### config.mk
export PLATFORM = sky130hd
export DESIGN_NAME = ook_sensor_frame_encoder_top
export DESIGN_NICKNAME = d
export VERILOG_FILES = /design/src/design/ooke_pkg.sv /design/src/design/ooke_seq.sv /design/src/design/ook_sensor_frame_encoder_top.sv
export SDC_FILE = /design/constraint.sdc
export NUM_CORES = 1
export LEC_CHECK = 0
export BUFFER_PORTS_ARGS = -buffer_cell sky130_fd_sc_hd__buf_2
export CORE_AREA = 8 8 156 158
export CTS_CLUSTER_SIZE = 16
export DETAILED_ROUTE_END_ITERATION = 7
export DIE_AREA = 0 0 164 166
export GPL_ROUTABILITY_DRIVEN = 0
export GPL_TIMING_DRIVEN = 0
export PLACE_DENSITY = 0.39
export RECOVER_POWER = 100
export SETUP_SLACK_MARGIN = 0.05
export SLEW_MARGIN = 10
export SYNTH_ARGS = -nofsm -noshare
export SYNTH_HDL_FRONTEND = slang
export SYNTH_SLANG_ARGS = --single-unit
### constraint.sdc
create_clock -name clk -period 4.5 [get_ports clk]
set_input_delay 0.225 -clock clk [delete_from_list [all_inputs] [get_ports clk]]
set_output_delay 0.225 -clock clk [all_outputs]
set_load 0.02 [all_outputs]
### src/design/ooke_pkg.sv
package ooke_pkg;

	localparam int SAMPLE_COUNT_BITS = 16;
	localparam int LIMIT_W = ((SAMPLE_COUNT_BITS > 16) ? SAMPLE_COUNT_BITS : 16) + 1;

	localparam int FRAME_LEN = 36;
	localparam int POS_W = 6;
	localparam int CHIP_W = 4;

	localparam logic [CHIP_W-1:0] SYNC_CHIPS = 4'd9;
	localparam logic [CHIP_W-1:0] ZERO_CHIPS = 4'd3;
	localparam logic [CHIP_W-1:0] ONE_CHIPS = 4'd5;

	localparam logic [3:0] CH_OFFSET = 4'd7;
	localparam logic [3:0] FILL_NIBBLE = 4'hF;

	localparam logic [0:0] REG_SAMPLES_PER_SYMBOL = 1'b0;
	localparam logic [0:0] REG_REPEAT_COUNT = 1'b1;

	localparam logic KIND_START = 1'b0;
	localparam logic KIND_TICK = 1'b1;

	typedef struct packed {
		logic kind;
		logic [7:0] sensor_id;
		logic [1:0] channel;
		logic signed [11:0] temperature;
		logic [6:0] humidity;
	} ooke_item_t;

	typedef struct packed {
		logic ook_level;
		logic active;
		logic last;
	} ooke_res_t;

endpackage

### src/design/ooke_seq.sv
module ooke_seq
	import ooke_pkg::*;
(
	input  logic clk,
	input  logic arst_n,
	input  logic take,
	input  ooke_item_t item,
	input  logic [15:0] samples_per_symbol,
	input  logic [7:0] repeat_count,
	output ooke_res_t res
);

	logic [FRAME_LEN-1:0] frame_q, frame_n;
	logic busy_q, busy_n;
	logic [SAMPLE_COUNT_BITS-1:0] samp_q, samp_n;
	logic [CHIP_W-1:0] chip_q, chip_n;
	logic [POS_W-1:0] pos_q, pos_n;
	logic [7:0] reps_q, reps_n;

	logic [LIMIT_W-1:0] limit;
	logic [LIMIT_W-1:0] cap;
	logic [8:0] reps_lim;
	logic [CHIP_W-1:0] chips;
	logic [POS_W-1:0] bit_idx;
	logic [3:0] ch_nib;

	always_comb begin
		cap = LIMIT_W'(1) << SAMPLE_COUNT_BITS;
		limit = (samples_per_symbol == 16'd0) ? LIMIT_W'(1) : LIMIT_W'(samples_per_symbol);
		if (limit > cap) begin
			limit = cap;
		end
		reps_lim = (repeat_count == 8'd0) ? 9'd1 : {1'b0, repeat_count};
		bit_idx = POS_W'(FRAME_LEN) - pos_q;
		if (pos_q == '0 || pos_q > POS_W'(FRAME_LEN)) begin
			chips = SYNC_CHIPS;
		end else if (frame_q[bit_idx]) begin
			chips = ONE_CHIPS;
		end else begin
			chips = ZERO_CHIPS;
		end
		ch_nib = {2'b00, item.channel} + CH_OFFSET;

		frame_n = frame_q;
		busy_n = busy_q;
		samp_n = samp_q;
		chip_n = chip_q;
		pos_n = pos_q;
		reps_n = reps_q;
		res.ook_level = 1'b0;
		res.active = busy_q;
		res.last = 1'b0;

		if (item.kind == KIND_START) begin
			if (!busy_q) begin
				frame_n = {item.sensor_id, ch_nib, item.temperature, FILL_NIBBLE,
					1'b0, item.humidity};
				busy_n = 1'b1;
				samp_n = '0;
				chip_n = '0;
				pos_n = '0;
				reps_n = '0;
			end
			res.active = 1'b1;
		end else if (busy_q) begin
			res.ook_level = (chip_q == '0);
			res.active = 1'b1;
			if (LIMIT_W'(samp_q) + LIMIT_W'(1) >= limit) begin
				samp_n = '0;
				if ({1'b0, chip_q} + 5'd1 >= {1'b0, chips}) begin
					chip_n = '0;
					if (pos_q >= POS_W'(FRAME_LEN)) begin
						pos_n = '0;
						if ({1'b0, reps_q} + 9'd1 >= reps_lim) begin
							res.last = 1'b1;
							busy_n = 1'b0;
							reps_n = '0;
						end else begin
							reps_n = reps_q + 8'd1;
						end
					end else begin
						pos_n = pos_q + POS_W'(1);
					end
				end else begin
					chip_n = chip_q + CHIP_W'(1);
				end
			end else begin
				samp_n = samp_q + SAMPLE_COUNT_BITS'(1);
			end
		end
	end

	always_ff @(posedge clk or negedge arst_n) begin
		if (!arst_n) begin
			frame_q <= '0;
			busy_q <= 1'b0;
			samp_q <= '0;
			chip_q <= '0;
			pos_q <= '0;
			reps_q <= '0;
		end else if (take) begin
			frame_q <= frame_n;
			busy_q <= busy_n;
			samp_q <= samp_n;
			chip_q <= chip_n;
			pos_q <= pos_n;
			reps_q <= reps_n;
		end
	end

endmodule

### src/design/ook_sensor_frame_encoder_top.sv
// OOK pulse-distance frame encoder for a temperature/humidity sensor.
// Input stream (s_*): tuser selects start (0) or sample tick (1). A start beat
// packs id, channel, temperature and humidity into a 36-bit frame and arms a
// burst; a start while a burst runs is dropped. Each tick beat yields one
// output sample: sync (1 high, 8 low chips) then 36 bits MSB first, zero as
// 1 high + 2 low chips, one as 1 high + 4 low chips, each chip
// samples_per_symbol ticks, the whole sent repeat_count times.
// Output stream (m_*): one beat per input beat, ook_level and active in tdata,
// tlast on the final sample of the final repeat.
// The output is registered and shows in the cycle after its beat is taken; one
// beat per cycle is sustained while m_tready is high, set by the single counter
// update per beat. The output register frees itself in the cycle the receiver
// takes it, so a stalled receiver holds s_tready low only while a result is waiting.
// Config writes (cfg_*) are always taken: index 0 samples_per_symbol,
// index 1 repeat_count. Reset returns to idle with 1000 ticks per chip and
// 12 repeats.
module ook_sensor_frame_encoder_top
	import ooke_pkg::*;
(
	input  logic clk,
	input  logic arst_n,
	input  logic s_tvalid,
	output logic s_tready,
	input  logic [31:0] s_tdata,  // sensor_id[7:0], channel[9:8], temperature[21:10], humidity[28:22]
	input  logic [0:0] s_tuser,   // kind
	output logic m_tvalid,
	input  logic m_tready,
	output logic [7:0] m_tdata,   // ook_level[0], active[1]
	output logic m_tlast,
	input  logic cfg_valid,
	output logic cfg_ready,
	input  logic [7:0] cfg_index,
	input  logic [15:0] cfg_data
);

	logic [15:0] spc_q;
	logic [7:0] rep_q;
	logic take;
	ooke_item_t item;
	ooke_res_t res, res_q;
	logic out_valid_q;

	assign cfg_ready = 1'b1;
	assign s_tready = !out_valid_q || m_tready;
	assign take = s_tvalid && s_tready;

	assign item.kind = s_tuser[0];
	assign item.sensor_id = s_tdata[7:0];
	assign item.channel = s_tdata[9:8];
	assign item.temperature = s_tdata[21:10];
	assign item.humidity = s_tdata[28:22];

	ooke_seq u_seq (
		.clk(clk),
		.arst_n(arst_n),
		.take(take),
		.item(item),
		.samples_per_symbol(spc_q),
		.repeat_count(rep_q),
		.res(res)
	);

	always_ff @(posedge clk or negedge arst_n) begin
		if (!arst_n) begin
			spc_q <= 16'd1000;
			rep_q <= 8'd12;
		end else if (cfg_valid) begin
			if (cfg_index == {7'd0, REG_SAMPLES_PER_SYMBOL}) begin
				spc_q <= cfg_data;
			end else if (cfg_index == {7'd0, REG_REPEAT_COUNT}) begin
				rep_q <= cfg_data[7:0];
			end
		end
	end

	always_ff @(posedge clk or negedge arst_n) begin
		if (!arst_n) begin
			out_valid_q <= 1'b0;
		end else if (take) begin
			out_valid_q <= 1'b1;
		end else if (m_tready) begin
			out_valid_q <= 1'b0;
		end
	end

	always_ff @(posedge clk) begin
		if (take) begin
			res_q <= res;
		end
	end

	assign m_tvalid = out_valid_q;
	assign m_tdata = {6'd0, res_q.active, res_q.ook_level};
	assign m_tlast = res_q.last;

endmodule

Word level (Yosys, flattened, before mapping)
Index checks and enable logic that the tools add are counted.
Widths: inputs -> output; s select.
Storage, ports and cells
  output and inout bits: 12
  memory bits (read-only): 0
  memories kept: 0
  RAM bits: 0
  input port bits: 62
  bits in registers: 98
  bits in latches: 0
  logic and storage cells: 98
Operators by class
  shifts and indexed selects: 0
  reductions and logical operators: 19
  divide/modulo/power cells: 0
  order comparisons: 7
  muxes and demuxes: 42
  equality and inequality tests: 6
  multiply operators: 0
  bitwise logic cells: 3
  add/subtract/negate cells: 9
Operators with widths (number)
  $mux 16: 5
  $mux 8: 8
  $mux 6: 6
  $mux 4: 6
  $add 16x1->17 const B: 1
  $ge 17x17->1: 1
  $gt 17x17->1 const B: 1
  $mux 17: 1
  $add 16x1->16 const B: 1
  $logic_not 16->1: 1
  $logic_not 8->1: 2
  $mux 1: 13
  $reduce_and 5->1: 2
  $add 8x1->9 const B: 1
  $ge 9x9->1: 1
  $reduce_and 3->1: 3
  $add 8x1->8 const B: 1
  $eq 8x1->1 const B: 1
  $ne 2x2->1 const B: 4
  $lt 6x7->1 const B: 1
  $add 6x1->6 const B: 1
  $bmux 1 s6: 1
  $ge 6x6->1 const B: 1
  $gt 6x6->1 const B: 1
  18 further kinds: 22

Longest topological paths before layout
Gate-level depths: netlist of run 1.
  depth in word-level cells: 10
  mapped depth: 19
  gate-level depth less buffers: 16

Cells and area by module
Synthesis of run 1 repeated with hierarchy kept, for this count alone.
Unflattened totals
  cell total of the unflattened synthesis: 531
  area total of the unflattened synthesis: 5645.4 sq um
Modules (own cells, without submodules)
  ooke_seq: area each 4474.3 sq um, seq. area each 1676.6 sq um, times used 1, cells each 460
  ook_sensor_frame_encoder_top: area each 1171.1 sq um, seq. area each 725.7 sq um, times used 1, cells each 71

Worst setup path after synthesis of run 1
OpenSTA, ideal clock, no wires.
  kind: flip-flop to flip-flop
  start: register u_seq.pos_q[0]
  end: register u_seq.reps_q[0]
  library setup time: 0.067 ns
  setup slack: 0.534 ns
  path buffers: 2
  required time: 4.433 ns
  cell stages (with the launch flop): 17
  arrival: 3.899 ns
  clock period less this slack: 3.966 ns
  cell sequence: dfrtp_1 -> buf_4 -> inv_1 -> ha_1 -> buf_1 -> mux4_2 -> mux4_2 -> a21oi_1 -> o21ai_1 -> nand2b_1 -> ha_1 -> nor2b_1 -> o21a_1 -> o21ai_1 -> nand2_1 -> a31oi_1 -> mux2_2
Between the ends
  longest elaborated chain between the ends: 8
  elaborated cells on any way between the ends: 13
  classes of those cells: add/sub (1); order compare (3); eq/ne (2); mux (4); reduce/logical (3)
Ends and longest elaborated chain
  start, declared: line ooke_seq.sv:17  | logic [POS_W-1:0] pos_q, pos_n;
  start signal, assigned: line ooke_seq.sv:106  | pos_q <= pos_n;
  $sub 6x6->6: line ooke_seq.sv:34  | bit_idx = POS_W'(FRAME_LEN) - pos_q;
  $bmux 1 s6: line ooke_seq.sv:37  | end else if (frame_q[bit_idx]) begin
  $mux 1 (not written as such): line ooke_seq.sv:37
  $mux 3: line ooke_seq.sv:37
  $mux 4: line ooke_seq.sv:35  | if (pos_q == '0 || pos_q > POS_W'(FRAME_LEN)) begin
  $ge 5x4->1: line ooke_seq.sv:70  | if ({1'b0, chip_q} + 5'd1 >= {1'b0, chips}) begin
  $ne 2x2->1 (no source line)
  $reduce_and 6->1 (no source line) *
  end signal, assigned: line ooke_seq.sv:107  | reps_q <= reps_n;
  end, declared: line ooke_seq.sv:18  | logic [7:0] reps_q, reps_n;
Every way passes the cells marked *; elsewhere a longest branch is shown, timed or not. The select of a mux whose other input is x is not followed.
A chain may end at the register's enable or synchronous reset.

Worst setup path after layout of run 1
Ends and elaborated chain as after synthesis.

==> key figures, run 1 <==
Route
  • DR vias/cell: roughly 4.5
  • WL/cell: approximately 14 µm
  • Wire length on met2: between 5 and 6 mm
  • DRT met1 WL: approximately 5.8 mm
  • Top layer in use: met4
  • Initial drt markers: about 150
  • Met3 WL: 373 µm
  • DR pass1 iterations: 4
  • DRT antenna net count: 0
  • Final wirelength: roughly 12 mm
  • Vias after detailed routing: ~4000
  • Drc violations: 0

Synth
  • Synth Register Bits: 95
  • Mean Syn Cell Area: ~11 µm²
  • Top FF cell, synth: dfrtp_1
  • Post-synth EDFFs: 3
  • Post-synthesis simple-gate area fraction: a little over an eighth
  • Main combinational cell family by area after synthesis: simple AND/OR/NAND/NOR gates
  • Unique masters post-synth: just under 60
  • Post-synthesis instance total: 500
  • Post-Synth XOR/XNOR Area: around 3.8%
  • Post-synthesis adder-cell area fraction: under 10%
  • Yosys warning count: 0
  • Synth Cell Area: 5340 µm²
  • Mux contribution to synthesized area: between 10 and 15%
  • Synth Area in Compound Gates: 11.6%
  • Synth async-reset ratio: 96.8%
  • Sequential cell area fraction in the yosys report: a little under half

Power and ir drop
  • Peak supply drop: between 0.15 and 0.2 mV
  • Cell Pwr Density: about 280 nW/µm²
  • Lkg Pwr: between 3 and 4 nW

Clocking
  • Clk_lat worst skew: 0.35 ns
  • Postcts setup bufs: 0
  • Clk buf depth: 2
  • CTS Root Cell: clkbuf_16
  • H-tree depth: 3
  • Clock transition at path regs: around 0.07 ns
  • Clk sinks: 95
  • TritonCTS clock tree: yes
  • Total CTS buffers: 9

Timing
  • Unrepaired setup endpoints after global routing: false
  • Final Setup Violations: 0
  • Fin. Hold Viols: 0
  • Clk_skew: between 0.006 and 0.007 ns
  • Slew Limit Headroom: -73.8%
  • Max Freq: roughly 240 MHz
  • Least-Margin Pin Slew: 2.61 ns
  • Setup tns final: 0 ns
  • Final Critical Period: 4.11 ns
  • Fin. max-slew vios: between 40 and 50
  • Post-route worst setup slack: 0.391 ns
  • Fin crit share: 91.3%

Run status
  • Outcome: complete, but fails checks
  • Failing checks: max-capacitance violations, max-slew violations

Cells and area
  • Most common cell after layout, fill and taps aside: dfrtp_1
  • Antenna Cells: 0
  • Final #Nets: between 600 and 700
  • Area Overhead vs Synth: 18.4%
  • Most frequent cells in the layout: dfrtp_1, buf_2, nand2_1
  • FILL cells: between 2000 and 2500
  • Finished Cell Area: 6320 µm²
  • Layout cells sized above 1: around a quarter
  • Final std cells w/o fill: 870

Job
  • Max-cap viol count: 1

Die
  • Die Ht: roughly 170 µm
  • Core area: between 20000 and 25000 µm²
  • Die width: 164 µm
  • Die ar.: roughly 27000 µm²
  • Row cnt: 55
  • Initial Utilization: between 20% and 30%
  • # IOs: 74

Place
  • Placed cells: between 800 and 900
  • Detailed Place HPWL: 9.50 mm
  • Cell area after placement: a little over 6000 µm²
  • Dpl ws: -0.444 ns
  • Port bufs: 63

Setup path
  • WP data required: roughly 4.7 ns
  • Startpoint Class: register
  • R2r setup slk: between 0.3 and 0.4 ns
  • CP Class: register to register
  • Crit path max fanout: 10
  • CP Capture Type: register
  • WP data arrival: 4.35 ns

Global route
  • Initial antenna violation count: 0
  • GR Util All Layers: 9.67%
  • Vias in the first global route: around 4200
  • Largest net degree at the start of global routing: 48
  • Global-route wire length before repair: between 20 and 25 mm
  • GR Overflow Total: 0

Worst hold path
  • Hold Crit Class: primary input to register
## timing repair
item,4_1_cts,5_1_grt
setup endpoints to repair,13,12
gates resized for setup,2,3
hold endpoints to repair,41,0
hold buffers,1,0
## power by group
group          total, mW  switching (mW)  internal, mW  leakage (nW)
Sequential         0.899          0.0162         0.883          1.23
Combinational      0.138          0.0806        0.0572          1.71
Clock              0.760           0.372         0.388         0.140
Total               1.80           0.469          1.33          3.07
## metal layers
metal	up-vias	track usage (%)
met5	-	0
met3	13	1.64
met4	0	4.03
met2	46	15.8
li1	1946	-
met1	1906	12.3
## cells in the mapped netlist, drive strengths merged (7+ instances only)
cell,count,area share (%)
mux4,9,3.8
a21oi,10,0.94
nand3,26,2.4
nor2,16,1.2
dfrtp,84,39
inv,35,2.5
nor3,9,0.84
o21ai,36,3.5
nor2b,7,0.82
clkbuf,10,0.70
ha,37,8.7
nor4,7,0.82
dfstp,8,3.9
nand2b,7,0.82
nand2,48,3.4
mux2,39,8.2
a22o,20,3.3
buf,13,1.7
xor2,10,1.6
xnor2,13,2.1
## path summary, 6_finish.rpt
check                                       start                end  cells after the start
min in group asynchronous                  arst_n   u_seq.frame_q[2]                      2
worst min-delay path                 cfg_data[11]          spc_q[11]                      3
worst max register to register     u_seq.pos_q[0]    u_seq.reps_q[0]                     16
worst max-delay path               u_seq.pos_q[0]    u_seq.reps_q[0]                     16
max in group asynchronous                  arst_n           rep_q[7]                      3
worst min register to register  u_seq.frame_q[11]  u_seq.frame_q[11]                      1
## sequential cells by signal, summed over array words and instances (netlist names)
signal and flops:
u_seq.frame_q 32, u_seq.reps_q 8, spc_q 16, u_seq.chip_q 4, m_tvalid 1, u_seq.busy_q 1, u_seq.samp_q 16, rep_q 8
m_tlast 1, u_seq.pos_q 6, m_tdata 2
## per-stage QoR
stage	utilization [%]	hold WS, ns	power (mW)
2_1_floorplan	-	-0.0706	0.987
3_3_place_gp	27.3	0.437	1.06
3_5_place_dp	27.4	0.307	1.06
4_1_cts	28.8	0.0609	1.84
5_1_grt	28.6	0.0751	1.89
6_report	28.6	0.0774	1.80
## kinds of logic after synthesis
| kind of cell | count (synthesis) |
|---|---|
| AND/OR/NAND/NOR | 142 |
| adder cells (fa/ha/maj) | 37 |
| XOR/XNOR | 23 |
| buffers and inverters | 60 |
| AO/OA/AOI/OAI | 92 |
| multiplexers | 49 |
| other | 2 |
| flip-flops | 95 |
## worst max-delay path, stage by stage (launching register included)
cell and delay (ns):
dfrtp_1 0.37, buf_6 0.19, inv_1 0.14, ha_4 0.39
mux4_2 0.35, mux4_2 0.48, a21oi_1 0.15, o21ai_0 0.14
nand2b_1 0.19, ha_1 0.27, nor2b_1 0.13, o21a_1 0.18
o21ai_2 0.21, nand2_1 0.14, and4b_1 0.20, clkbuf_1 0.19
mux2_2 0.30
## cell type report
cell class	count	area (µm²)	area share (%)
buffer	22	119	1.88
clock buffer	9	225	3.56
clock inverter	7	65.1	1.03
inverter	37	140	2.22
multi-input combinational	350	2690	42.5
sequential	95	2400	38.0
tap	285	357	5.64
timing repair buffer	65	323	5.11
Power figures use the tool's default switching activity.
==> run 2, diff against run 1 <==
--- a/config.mk
+++ b/config.mk
@@ -12,7 +12,7 @@
 export DIE_AREA = 0 0 164 166
 export GPL_ROUTABILITY_DRIVEN = 0
 export GPL_TIMING_DRIVEN = 0
-export PLACE_DENSITY = 0.39
+export PLACE_DENSITY_LB_ADDON = 0.2
 export RECOVER_POWER = 100
 export SETUP_SLACK_MARGIN = 0.05
 export SLEW_MARGIN = 10
==> key figures, run 2 (synthesis gave the netlist of run 1 again) <==
Setup path
  • Max incr delay on CP: 0.48 ns (about the same)
  • Startpoint Class: register (unchanged)
  • CP Class: register to register (unchanged)
  • CP Capture Type: register (unchanged)
  • R2r setup slk: 0.37 ns (was 0.39 ns)
  • WP data arrival: 4.37 ns (was 4.35 ns)
  • CP most frequent cell: mux4_2 (unchanged)
  • Reg2Reg Capture Point: u_seq.reps_q[0] (unchanged)
  • WP data required: 4.74 ns (about the same)
  • Crit path max fanout: 10 (unchanged)
  • R2R Path Start: u_seq.pos_q[0] (unchanged)
  • Slowest-stage cell, CP: mux4_2 (unchanged)
  • Crit-path cells: buf_4 -> inv_1 -> ha_4 -> mux4_2 -> mux4_2 -> a21oi_1 -> o21ai_0 -> nand2b_1 -> ha_1 -> nor2b_1 -> o21a_1 -> o21ai_2 -> nand2_1 -> and4b_1 -> clkbuf_1 -> mux2_2 (was buf_6 -> inv_1 -> ha_4 -> mux4_2 -> mux4_2 -> a21oi_1 -> o21ai_0 -> nand2b_1 -> ha_1 -> nor2b_1 -> o21a_1 -> o21ai_2 -> nand2_1 -> and4b_1 -> clkbuf_1 -> mux2_2)
  • Worst Reg-to-Reg Cells: 16 (unchanged)

Die
  • Die width: 164 µm (unchanged)
  • Die Ht: 166 µm (unchanged)
  • # IOs: 74 (unchanged)
  • Row cnt: 55 (unchanged)
  • Core area: 22100 µm² (unchanged)
  • Die ar.: 27200 µm² (unchanged)
  • Initial Utilization: 24.2% (unchanged)

Global route
  • GR Util All Layers: 9.58% (was 9.67%)
  • Largest net degree at the start of global routing: 62 (was 48)
  • GR Overflow Total: 0 (unchanged)
  • Initial antenna violation count: 0 (unchanged)
  • Global-route wire length before repair: 21.0 mm (was 21.2 mm)
  • Vias in the first global route: 4166 (was 4172)

Clocking
  • Clock transition at path regs: 0.08 ns (was 0.07 ns)
  • Clk buf depth: 2 (unchanged)
  • Postcts setup bufs: 0 (unchanged)
  • H-tree depth: 3 (unchanged)
  • Clk sinks: 95 (unchanged)
  • CTS Root Cell: clkbuf_16 (unchanged)
  • Total CTS buffers: 9 (unchanged)
  • TritonCTS clock tree: yes (unchanged)
  • Clk_lat worst skew: 0.35 ns (about the same)

Cells and area
  • Final Util: 28.6% (about the same)
  • Most common cell after layout, fill and taps aside: dfrtp_1 (unchanged)
  • Area Overhead vs Synth: 18.4% (about the same)
  • Largest regs: u_seq.frame_q (32), spc_q (16), u_seq.samp_q (16) (unchanged)
  • Final #Nets: 679 (unchanged)
  • Layout cells sized above 1: 26.0% (was 25.8%)
  • Antenna Cells: 0 (unchanged)
  • Most frequent cells in the layout: dfrtp_1, buf_2, nand2_1 (unchanged)
  • Top reg by flops: u_seq.frame_q (unchanged)
  • Number of flip-flops under the largest register name: 32 (unchanged)

Worst hold path
  • Hold_sp: cfg_data[15] (was cfg_data[11])
  • Hold Crit Class: primary input to register (unchanged)
  • Hold path endpoint: spc_q[15] (was spc_q[11])
  • Hold path cells: 3 (unchanged)

Power and ir drop
  • Lkg Pwr: 3.08 nW (was 3.07 nW)
  • Peak supply drop: 0.136 mV (was 0.158 mV)
  • Cell Pwr Density: 288 nW/µm² (was 284 nW/µm²)

Route
  • Final wirelength: 12.4 mm (about the same)
  • DR vias/cell: 4.50 (about the same)
  • WL/cell: 14.3 µm (about the same)
  • DRT antenna net count: 0 (unchanged)
  • DR pass1 iterations: 4 (unchanged)
  • Initial drt markers: 252 (was 152)
  • Vias after detailed routing: 3918 (was 3911)
  • Drc violations: 0 (unchanged)

Timing
  • WHS: 0.0778 ns (was 0.0774 ns)
  • Least-Margin Pin Slew: 1.79 ns (was 2.61 ns)
  • Fin crit share: 91.8% (was 91.3%)
  • Final Critical Period: 4.13 ns (was 4.11 ns)
  • Clk_skew: 0.00750 ns (was 0.00696 ns)
  • Final Setup Violations: 0 (unchanged)
  • Unrepaired setup endpoints after global routing: false (unchanged)
  • Max Freq: 242 MHz (was 243 MHz)
  • Fin. max-slew vios: 95 (was 48)
  • Fin. Hold Viols: 0 (unchanged)
  • Slew Limit Headroom: -19.3% (was -73.8%)

Place
  • Detailed Place HPWL: 9.50 mm (about the same)
  • Port bufs: 63 (unchanged)

Job
  • Max-cap viol count: 2 (was 1)

Run status
  • Outcome: complete, but fails checks (unchanged)
  • Failing checks: max-capacitance violations, max-slew violations (unchanged)
## run 2: cell types whose count changed in the layout (fill, tap and decap cells not counted), sizes merged
cell	before	now
clkinv	4	2
clkinvlp	2	1
inv	38	41
## run 2: final cells by class
| cell class | count | area [µm²] |
|---|---|---|
| Buffer | 22 | 115 |
| Clock buffer | 9 | 225 |
| Clock inverter | 7 | 68.8 |
| Timing Repair Buffer | 65 | 323 |
| Tap cell | 285 | 357 |
| Multi-Input combinational cell | 350 | 2690 |
| Fill cell | 2298 | 15800 |
| Inverter | 37 | 140 |
| Sequential cell | 95 | 2400 |
## run 2: layer usage
metal / GRT usage (%) / up-vias / wire, µm
met3: 2.06 / 7 / 442
met4: 3.20 / 0 / 129
met5: 0 / - / 0
met1: 11.6 / 1920 / 5480
li1: - / 1948 / -
met2: 16.5 / 43 / 6380
## run 2: repair_timing
item	in CTS	in global routing
hold buffers	1	0
setup endpoints to repair	13	12
endpoints found under the hold margin	31	0
gates resized for setup	2	2
gates cloned	0	0
## run 2: through the flow
stage	power [mW]	instance area, µm²	setup slack, ns	TNS, ns	instances
4_1_cts	1.86	6370	0.100	0	870
5_1_grt	1.91	6320	0.0775	0	870
2_1_floorplan	0.987	5360	0.534	0	505
3_3_place_gp	1.06	6030	-0.390	-3.03	853
6_report	1.82	6320	0.368	0	870
3_5_place_dp	1.06	6060	-0.342	-2.59	854
## run 2: report_power, final
group          internal [mW]  switching, mW
clock                  0.395          0.387
combinational         0.0575         0.0819
sequential             0.882         0.0159
total                   1.33          0.485
## run 2: how the worst max path moves through the flow
| stage | end | startpoint | slack [ns] |
|---|---|---|---|
| floorplan | u_seq.reps_q[0] | u_seq.pos_q[0] | 0.53 |
| global placement | u_seq.reps_q[0] | u_seq.pos_q[0] | -0.39 |
| detailed placement | u_seq.reps_q[0] | u_seq.pos_q[0] | -0.34 |
| CTS | u_seq.reps_q[0] | u_seq.pos_q[0] | 0.10 |
| global route | u_seq.reps_q[0] | u_seq.pos_q[0] | 0.08 |
| finish | u_seq.reps_q[0] | u_seq.pos_q[0] | 0.37 |
## run 2: critical path: cells and delay by family, from the launching register on
kind	cells	cell delay [ns]
buffers and inverters	3	0.58
adders and majority gates	2	0.67
DFF	1	0.36
and+or+nand+nor	4	0.63
AOI/OAI and AO/OA	4	0.65
muxes	3	1.13
